<file path="src/hw/rtl/ach_pkg.sv">
// shared types, constants and codes for the alpha coverage histogram
// used by ach_divider and alpha_coverage_histogram; no dependencies
`timescale 1ns / 1ps

package ach_pkg;

   localparam int COUNT_BITS   = 32;
   localparam int NUM_BINS     = 256;
   localparam int BIN_BITS     = $clog2(NUM_BINS);
   localparam int LEVEL_BITS   = BIN_BITS + 1;
   localparam int ACC_BITS     = COUNT_BITS + BIN_BITS;
   localparam int FRAC_BITS    = 17;
   localparam int FRAC_SHIFT   = FRAC_BITS - 1;
   localparam int DIV_NUM_BITS = COUNT_BITS + FRAC_SHIFT;
   localparam int DIV_CNT_BITS = $clog2(FRAC_BITS + 1);
   localparam int PCT_BITS     = 7;
   localparam int PROD_BITS    = COUNT_BITS + PCT_BITS;

   localparam logic [COUNT_BITS-1:0] COUNT_MAX = {COUNT_BITS{1'b1}};
   localparam logic [FRAC_BITS-1:0]  FRAC_ONE  = FRAC_BITS'(1) << FRAC_SHIFT;

   // band limits in percent
   localparam int PCT_FULL    = 100;
   localparam int CARD_LO_PCT = 2;
   localparam int CARD_HI_PCT = 90;
   localparam int MESH_LO_PCT = 30;
   localparam int MESH_HI_PCT = 100;

   localparam logic [1:0] OP_ADD   = 2'd0;
   localparam logic [1:0] OP_QUERY = 2'd1;
   localparam logic [1:0] OP_CLEAR = 2'd2;

   localparam logic [1:0] ROLE_CARD = 2'd0;

   localparam logic [1:0] VERDICT_OK     = 2'd0;
   localparam logic [1:0] VERDICT_SPARSE = 2'd1;
   localparam logic [1:0] VERDICT_SOLID  = 2'd2;

   typedef struct packed {
      logic [1:0]            op;
      logic [7:0]            alpha;
      logic [LEVEL_BITS-1:0] cutoff_level;
      logic [1:0]            role;
   } ach_req_type;

   typedef struct packed {
      logic [FRAC_BITS-1:0] pass_fraction;
      logic [1:0]           verdict;
   } ach_rsp_type;

   typedef struct packed {
      logic                    start;
      logic [DIV_NUM_BITS-1:0] dividend;
      logic [COUNT_BITS-1:0]   divisor;
   } ach_div_req_type;

   typedef struct packed {
      logic                 done;
      logic [FRAC_BITS-1:0] quotient;
   } ach_div_rsp_type;

   typedef enum logic [2:0] {
      ST_IDLE,
      ST_SWEEP,
      ST_TAIL,
      ST_PREP,
      ST_DIVIDE,
      ST_OUT
   } ach_state_type;

endpackage

</file>
<file path="src/hw/rtl/ach_divider.sv">
// restoring divider, one quotient bit per cycle, FRAC_BITS steps
// depends on ach_pkg
`timescale 1ns / 1ps

module ach_divider
   import ach_pkg::*;
(
   input  logic            clock,
   input  logic            reset,
   input  ach_div_req_type div_req,
   output ach_div_rsp_type div_rsp
);

   logic [COUNT_BITS-1:0]   rem_ff, rem_in;
   logic [FRAC_BITS-1:0]    quot_ff, quot_in;
   logic [COUNT_BITS-1:0]   divisor_ff, divisor_in;
   logic [DIV_CNT_BITS-1:0] cnt_ff, cnt_in;
   logic                    busy_ff, busy_in;
   logic                    done_ff, done_in;

   logic [COUNT_BITS:0]     trial;
   logic                    fits;

   assign trial = {rem_ff, quot_ff[FRAC_BITS-1]};
   assign fits  = trial >= {1'b0, divisor_ff};

   always_comb begin
      rem_in     = rem_ff;
      quot_in    = quot_ff;
      divisor_in = divisor_ff;
      cnt_in     = cnt_ff;
      busy_in    = busy_ff;
      done_in    = 1'b0;
      if (div_req.start) begin
         // high part of the dividend is already below the divisor
         rem_in     = COUNT_BITS'(div_req.dividend[DIV_NUM_BITS-1:FRAC_BITS]);
         quot_in    = div_req.dividend[FRAC_BITS-1:0];
         divisor_in = div_req.divisor;
         cnt_in     = '0;
         busy_in    = 1'b1;
      end else if (busy_ff) begin
         if (fits) begin
            rem_in = COUNT_BITS'(trial - {1'b0, divisor_ff});
         end else begin
            rem_in = trial[COUNT_BITS-1:0];
         end
         quot_in = {quot_ff[FRAC_BITS-2:0], fits};
         cnt_in  = cnt_ff + 1'b1;
         if (cnt_ff == DIV_CNT_BITS'(FRAC_BITS - 1)) begin
            busy_in = 1'b0;
            done_in = 1'b1;
         end
      end
   end

   always_ff @(posedge clock) begin
      if (reset) begin
         busy_ff <= 1'b0;
         done_ff <= 1'b0;
         cnt_ff  <= '0;
      end else begin
         busy_ff <= busy_in;
         done_ff <= done_in;
         cnt_ff  <= cnt_in;
      end
      rem_ff     <= rem_in;
      quot_ff    <= quot_in;
      divisor_ff <= divisor_in;
   end

   assign div_rsp.done     = done_ff;
   assign div_rsp.quotient = quot_ff;

endmodule

</file>
<file path="config.mk">
export PLATFORM = sky130hd
export DESIGN_NAME = ach_divider
export DESIGN_NICKNAME = d
export VERILOG_FILES = /design/src/hw/rtl/ach_pkg.sv /design/src/hw/rtl/ach_divider.sv
export SDC_FILE = /design/constraint.sdc
export NUM_CORES = 1
export LEC_CHECK = 0
export BUFFER_PORTS_ARGS = -buffer_cell sky130_fd_sc_hd__buf_4
export CAP_MARGIN = 25
export CORE_MARGIN = 3
export CORE_UTILIZATION = 51
export DETAILED_ROUTE_END_ITERATION = 12
export PLACE_DENSITY = 0.77
export SETUP_SLACK_MARGIN = 0.5
export SLEW_MARGIN = 20
export SYNTH_ARGS = -nofsm -noshare
export SYNTH_HDL_FRONTEND = slang
export SYNTH_SLANG_ARGS = --single-unit
</file>
<file path="constraint.sdc">
create_clock -name clock -period 2.8 [get_ports clock]
set_input_delay 0.14 -clock clock [delete_from_list [all_inputs] [get_ports clock]]
set_output_delay 0.14 -clock clock [all_outputs]
set_load 0.05 [all_outputs]
</file>
# Word level (Yosys, flattened, before mapping)
# Cells that the tools add are included.
# word_totals
ff_bits	88
latchBits	0
ramBits	0
rom_bits	0
inputBits	83
out_inout_bits	18
n_memories	0
# classes
addsub	2
multipliers	0
div	0
n_lt_le_gt_ge	1
eq_ne	1
shift	0
mux	9
bitwise_logic	1
reduce_logical	3
# ops
operator	count
two-way mux 31 bit	2
two-way mux 17 bit	2
>= comparator 33 x 32 -> 1 bit	1
two-way mux 32 bit	1
subtractor 32 bit	1
adder 5 x 1 -> 5 bit (second input constant)	1
equality test 5 bit (second input constant)	1
two-way mux 1 bit	4
OR reduction 3 bit	1
nonzero test 2 bit	1
OR reduction 2 bit	1
inverter 1 bit	1

# Logic depth before layout (Yosys ltp)
# logic_depth
word_depth	4
depth_mapped	14
ltp_nobuf	13

# Worst setup path before layout
# No wires, ideal clock.
# synth_path
path_type	reg2reg
startpoint	reg quot_ff[16]
endpoint	reg rem_ff[30] (data pin)
arrival_ns	3.133
required_ns	2.539
setup_slack_ns	-0.594
path_stages_with_launch	14
n_path_buf	0
period_less_slack_ns	3.394
cell_sequence	edfxtp_1 -> inv_1 -> ha_1 -> inv_1 -> fa_1 -> a21o_1 -> a31oi_1 -> o21ai_2 -> a2111oi_4 -> o21ai_1 -> a311oi_1 -> o21bai_1 -> xor2_1 -> a221o_1
# synth_via
elab_chain_len	4
# synth_rtl
item	line_no	source
from (decl)	ach_divider.sv:15	logic [FRAC_BITS-1:0] quot_ff, quot_in;
from (signal assigned)	ach_divider.sv:67	quot_ff <= quot_in;
subtractor 32 bit or >= comparator 33 x 32 -> 1 bit (tied branches)	ach_divider.sv:43, ach_divider.sv:25	
two-way mux 32 bit (*)	ach_divider.sv:42	if (fits) begin
two-way mux 31 bit (*)	ach_divider.sv:41	end else if (busy_ff) begin
two-way mux 31 bit (*)	ach_divider.sv:34	if (div_req.start) begin
via rem_in[30]	ach_divider.sv:14	logic [COUNT_BITS-1:0] rem_ff, rem_in;
to (signal assigned)	ach_divider.sv:66	rem_ff <= rem_in;
to (decl)	ach_divider.sv:14	
# Mark *: on every way through the listed nets, which the timed path passes. The rest lies on a longest branch. The select of a mux whose other input is x is not followed.
# A chain may end at the register's enable or synchronous reset.

# Worst setup path in the final report
# Ends and elaborated chain as after synthesis.

==> reports/metrics.cfg <==
[status]
outcome = finished with violations
failed_checks = negative setup slack

[yosys]
synth_mux_area_share_pct = 6.527
synth_area_um2 = 5559
synthAdderAreaFrac_pct = 8.013
synth_top_area_cell = edfxtp_1
synth.avg_cell_area_um2 = 10.71
yosysSeqAreaShare_pct = 46.09
synth_top_family_by_area = compound AO/OA/AOI/OAI gates
yosysWarningCount = 0
synth_cell_type_count = 67
synth_ff_type = edfxtp_1
async_flop_share_pct = 0
ys_ff_latch = 88
synth-simple-area-share_pct = 10.60
synth_xor_area_share_pct = 4.411
syn_nets = 637
synth-edff-count = 80
syn_inst = 519
yosysTopAreaCellShare_pct = 43.21
synth_compound_area_share_pct = 18.50
synth.area.top_cells = edfxtp_1 43%, ha_1 7.7%, mux2_2 3.6%

[timing]
worst_slack_ns = -0.2950
final_hold_viol_count = 0
slew_violations = 0
fmax_mhz = 323.1
rsz0062_at_grt = true
holdWs_ns = 0.04757
worstMarginPinSlew_ns = 0.6076
fin_crit_ns = 3.095
finalSetupViolCount = 31
min_period_over_period_pct = 110.5
finClkSkew_ns = 0.01254
slew_headroom_pct = 59.49
tns_ns = -5.217

[detailed_routing]
met2WireLength_um = 7847
dr.pass1.iters = 5
avgViaCountPerCell = 5.667
dr_wl_met3_um = 1164
drt_wl_total_um = 15740
drt-initial-drc-count = 354
top_layer = met4
drc = 0
wl_per_cell_um = 17.87
num_vias = 4993
wl_met1_um = 6255
antenna_left = 0

[power_and_ir_drop]
power_density_nw_per_um2 = 819.8
leakagePower_nw = 3.552
ir_worst_vdd_v = 0.0006083

[die]
die_h_um = 110.4
rows = 37
die_area_um2 = 12190
dieWidth_um = 110.4
start_util_pct = 53.13
coreArea_um2 = 10460
num_io_pins = 101

[global_route]
track_usage_pct = 24.98
grt_max_degree = 51
overflow = 0
grt_pass1_wl_um = 24520
grt_pass1_vias = 5114
antenna_found_initial = 0

[final_layout]
layout.nets = 858
multi_input_area_um2 = 3098
ff_latch_area_um2 = 2562
antenna_cells = 0
syn2layout_area_growth_pct = 46.93
layout-drive-gt1-share_pct = 41.61
fillers = 685
design_area_um2 = 8168

[critical_path]
setup.worst_path.class = flip-flop to flip-flop
start_kind = flip-flop
crit_top_cell = o21ai_2
worstPathArrival_ns = 3.24
slowest_delay_ns = 0.39
timing.critical_path.buf_inv = 2
required_ns = 2.95
critical_path_peak_fanout = 3
critPathSlowestCell = edfxtp_1
crit_family = compound AO/OA/AOI/OAI gates
path_cells = inv_1 -> ha_2 -> inv_2 -> fa_2 -> a21o_1 -> a31oi_4 -> o21ai_2 -> a2111oi_4 -> o21ai_2 -> a311oi_2 -> o21bai_1 -> xor2_1 -> a221o_1
critPathCaptureType = flip-flop

[clock_tree]
clockBufferDepth = 2
cts_tree = yes
cts-root-buf = clkbuf_8
clkTransAtPathRegs_ns = 0.09
cts_inserted_buffers = 9
insertion_delay_ns = 0.39
htree_levels = 3
cts.sinks = 88

[place]
numPortBuffers = 100
dp_hpwl_um = 10260
dpl_worst_slack_ns = -0.3499
routabilityCongestion = 0.9165
placed_area_um2 = 6860

[job]
cap_violations = 0

[worst_hold_path]
min_path_type = input pin to flip-flop

## Yosys cell counts, types with 4 or more instances
cell / instances
a21o_1: 19
a21oi_1: 35
a221o_1: 4
a31oi_1: 12
and3_1: 8
buf_2: 5
buf_6: 4
clkbuf_1: 8
dfxtp_1: 8
edfxtp_1: 80
ha_1: 34
inv_1: 43
mux2_2: 18
mux2i_1: 16
nand2_1: 37
nand3_1: 6
nand4_1: 7
nor2_1: 39
nor3_1: 9
o211ai_1: 4
o21a_1: 5
o21ai_0: 11
o21ai_1: 10
or2_2: 4
xnor2_1: 16
xor2_1: 12
## layer usage
metal,vias up,global-route usage [%]
met3,47,8.164
met4,0,8.210
met5,-,0
met1,2376,29.75
li1,2367,-
met2,203,42.64
## worst reg2reg max path, cell delays in order, from the launching register on
cell       delay, ns
edfxtp_1        0.39
inv_1           0.08
ha_2            0.19
inv_2           0.04
fa_2            0.34
a21o_1          0.23
a31oi_4         0.20
o21ai_2         0.10
a2111oi_4       0.39
o21ai_2         0.12
a311oi_2        0.23
o21bai_1        0.12
xor2_1          0.15
a221o_1         0.30
## registers in the layout (all words and copies together), names as in the netlist
name        cells
rem_ff         32
divisor_ff     32
quot_ff        17
busy_ff         1
cnt_ff          5
done_ff         1
## where the power goes
group / internal, mW / total (mW) / switching, mW / leakage, nW
registers: 1.70 / 1.83 / 0.128 / 0.858
clock network: 0.371 / 0.845 / 0.474 / 0.0809
logic: 2.04 / 4.03 / 1.99 / 2.61
total: 4.11 / 6.70 / 2.59 / 3.55
## per-stage QoR
step	cells	util (%)	power, mW
final	881	78.07	6.696
after global routing	881	78.07	7.033
after detailed placement	795	65.57	4.693
after global placement	795	65.57	4.641
after CTS	866	75.84	6.301
after floorplan	519	-	3.783
## layout make-up
class	instances	share of cell area [%]
clock buffers	12	1.900
flip-flops and latches	88	31.37
repair buffers	234	24.37
well taps	136	2.083
inverters	43	1.976
multi-input cells	364	37.93
clock inverters	4	0.3676
## cells in the final DEF (no fill, tap or decap), types with 8 or more instances in the layout
cell type / instances
edfxtp_1: 80
o21ai_1: 8
dfxtp_1: 8
dlygate4sd3_1: 33
mux2_2: 16
a31oi_1: 9
a21oi_1: 31
and3_1: 8
xor2_1: 12
a21o_1: 19
buf_4: 183
nor2_1: 37
mux2i_1: 10
inv_1: 40
buf_6: 11
xnor2_1: 15
clkbuf_8: 11
nand2_1: 29
ha_1: 29
## repair_timing
| action | CTS | global route |
|---|---|---|
| pin swaps | 36 | 28 |
| setup buffers | 19 | 15 |
| endpoints found under the hold margin | 33 | 0 |
| setup endpoints to repair | 33 | 33 |
| hold buffers | 33 | 0 |
| gates cloned | 3 | 0 |
| gates resized for setup | 67 | 25 |
## final timing paths
| check | from | end | slack, ns | depth (start not counted) |
|---|---|---|---|---|
| worst min register to register | cnt_ff[4] | cnt_ff[4] | 0.54 | 2 |
| worst max-delay path | quot_ff[16] | rem_ff[30] | -0.29 | 13 |
| worst min-delay path | div_req[51] | rem_ff[2] | 0.05 | 3 |
| worst max register to register | quot_ff[16] | rem_ff[30] | -0.29 | 13 |
## logic make-up (layout without fill, tap and decap cells)
| group | after synthesis | in the layout |
|---|---|---|
| and+or+nand+nor | 125 | 125 |
| muxes | 34 | 34 |
| DFF | 88 | 88 |
| AOI/OAI and AO/OA | 142 | 142 |
| xor gates and xnor gates | 28 | 28 |
| adders and majority gates | 35 | 35 |
| buffers and inverters | 67 | 293 |
(Power assumes the default switching activity.)
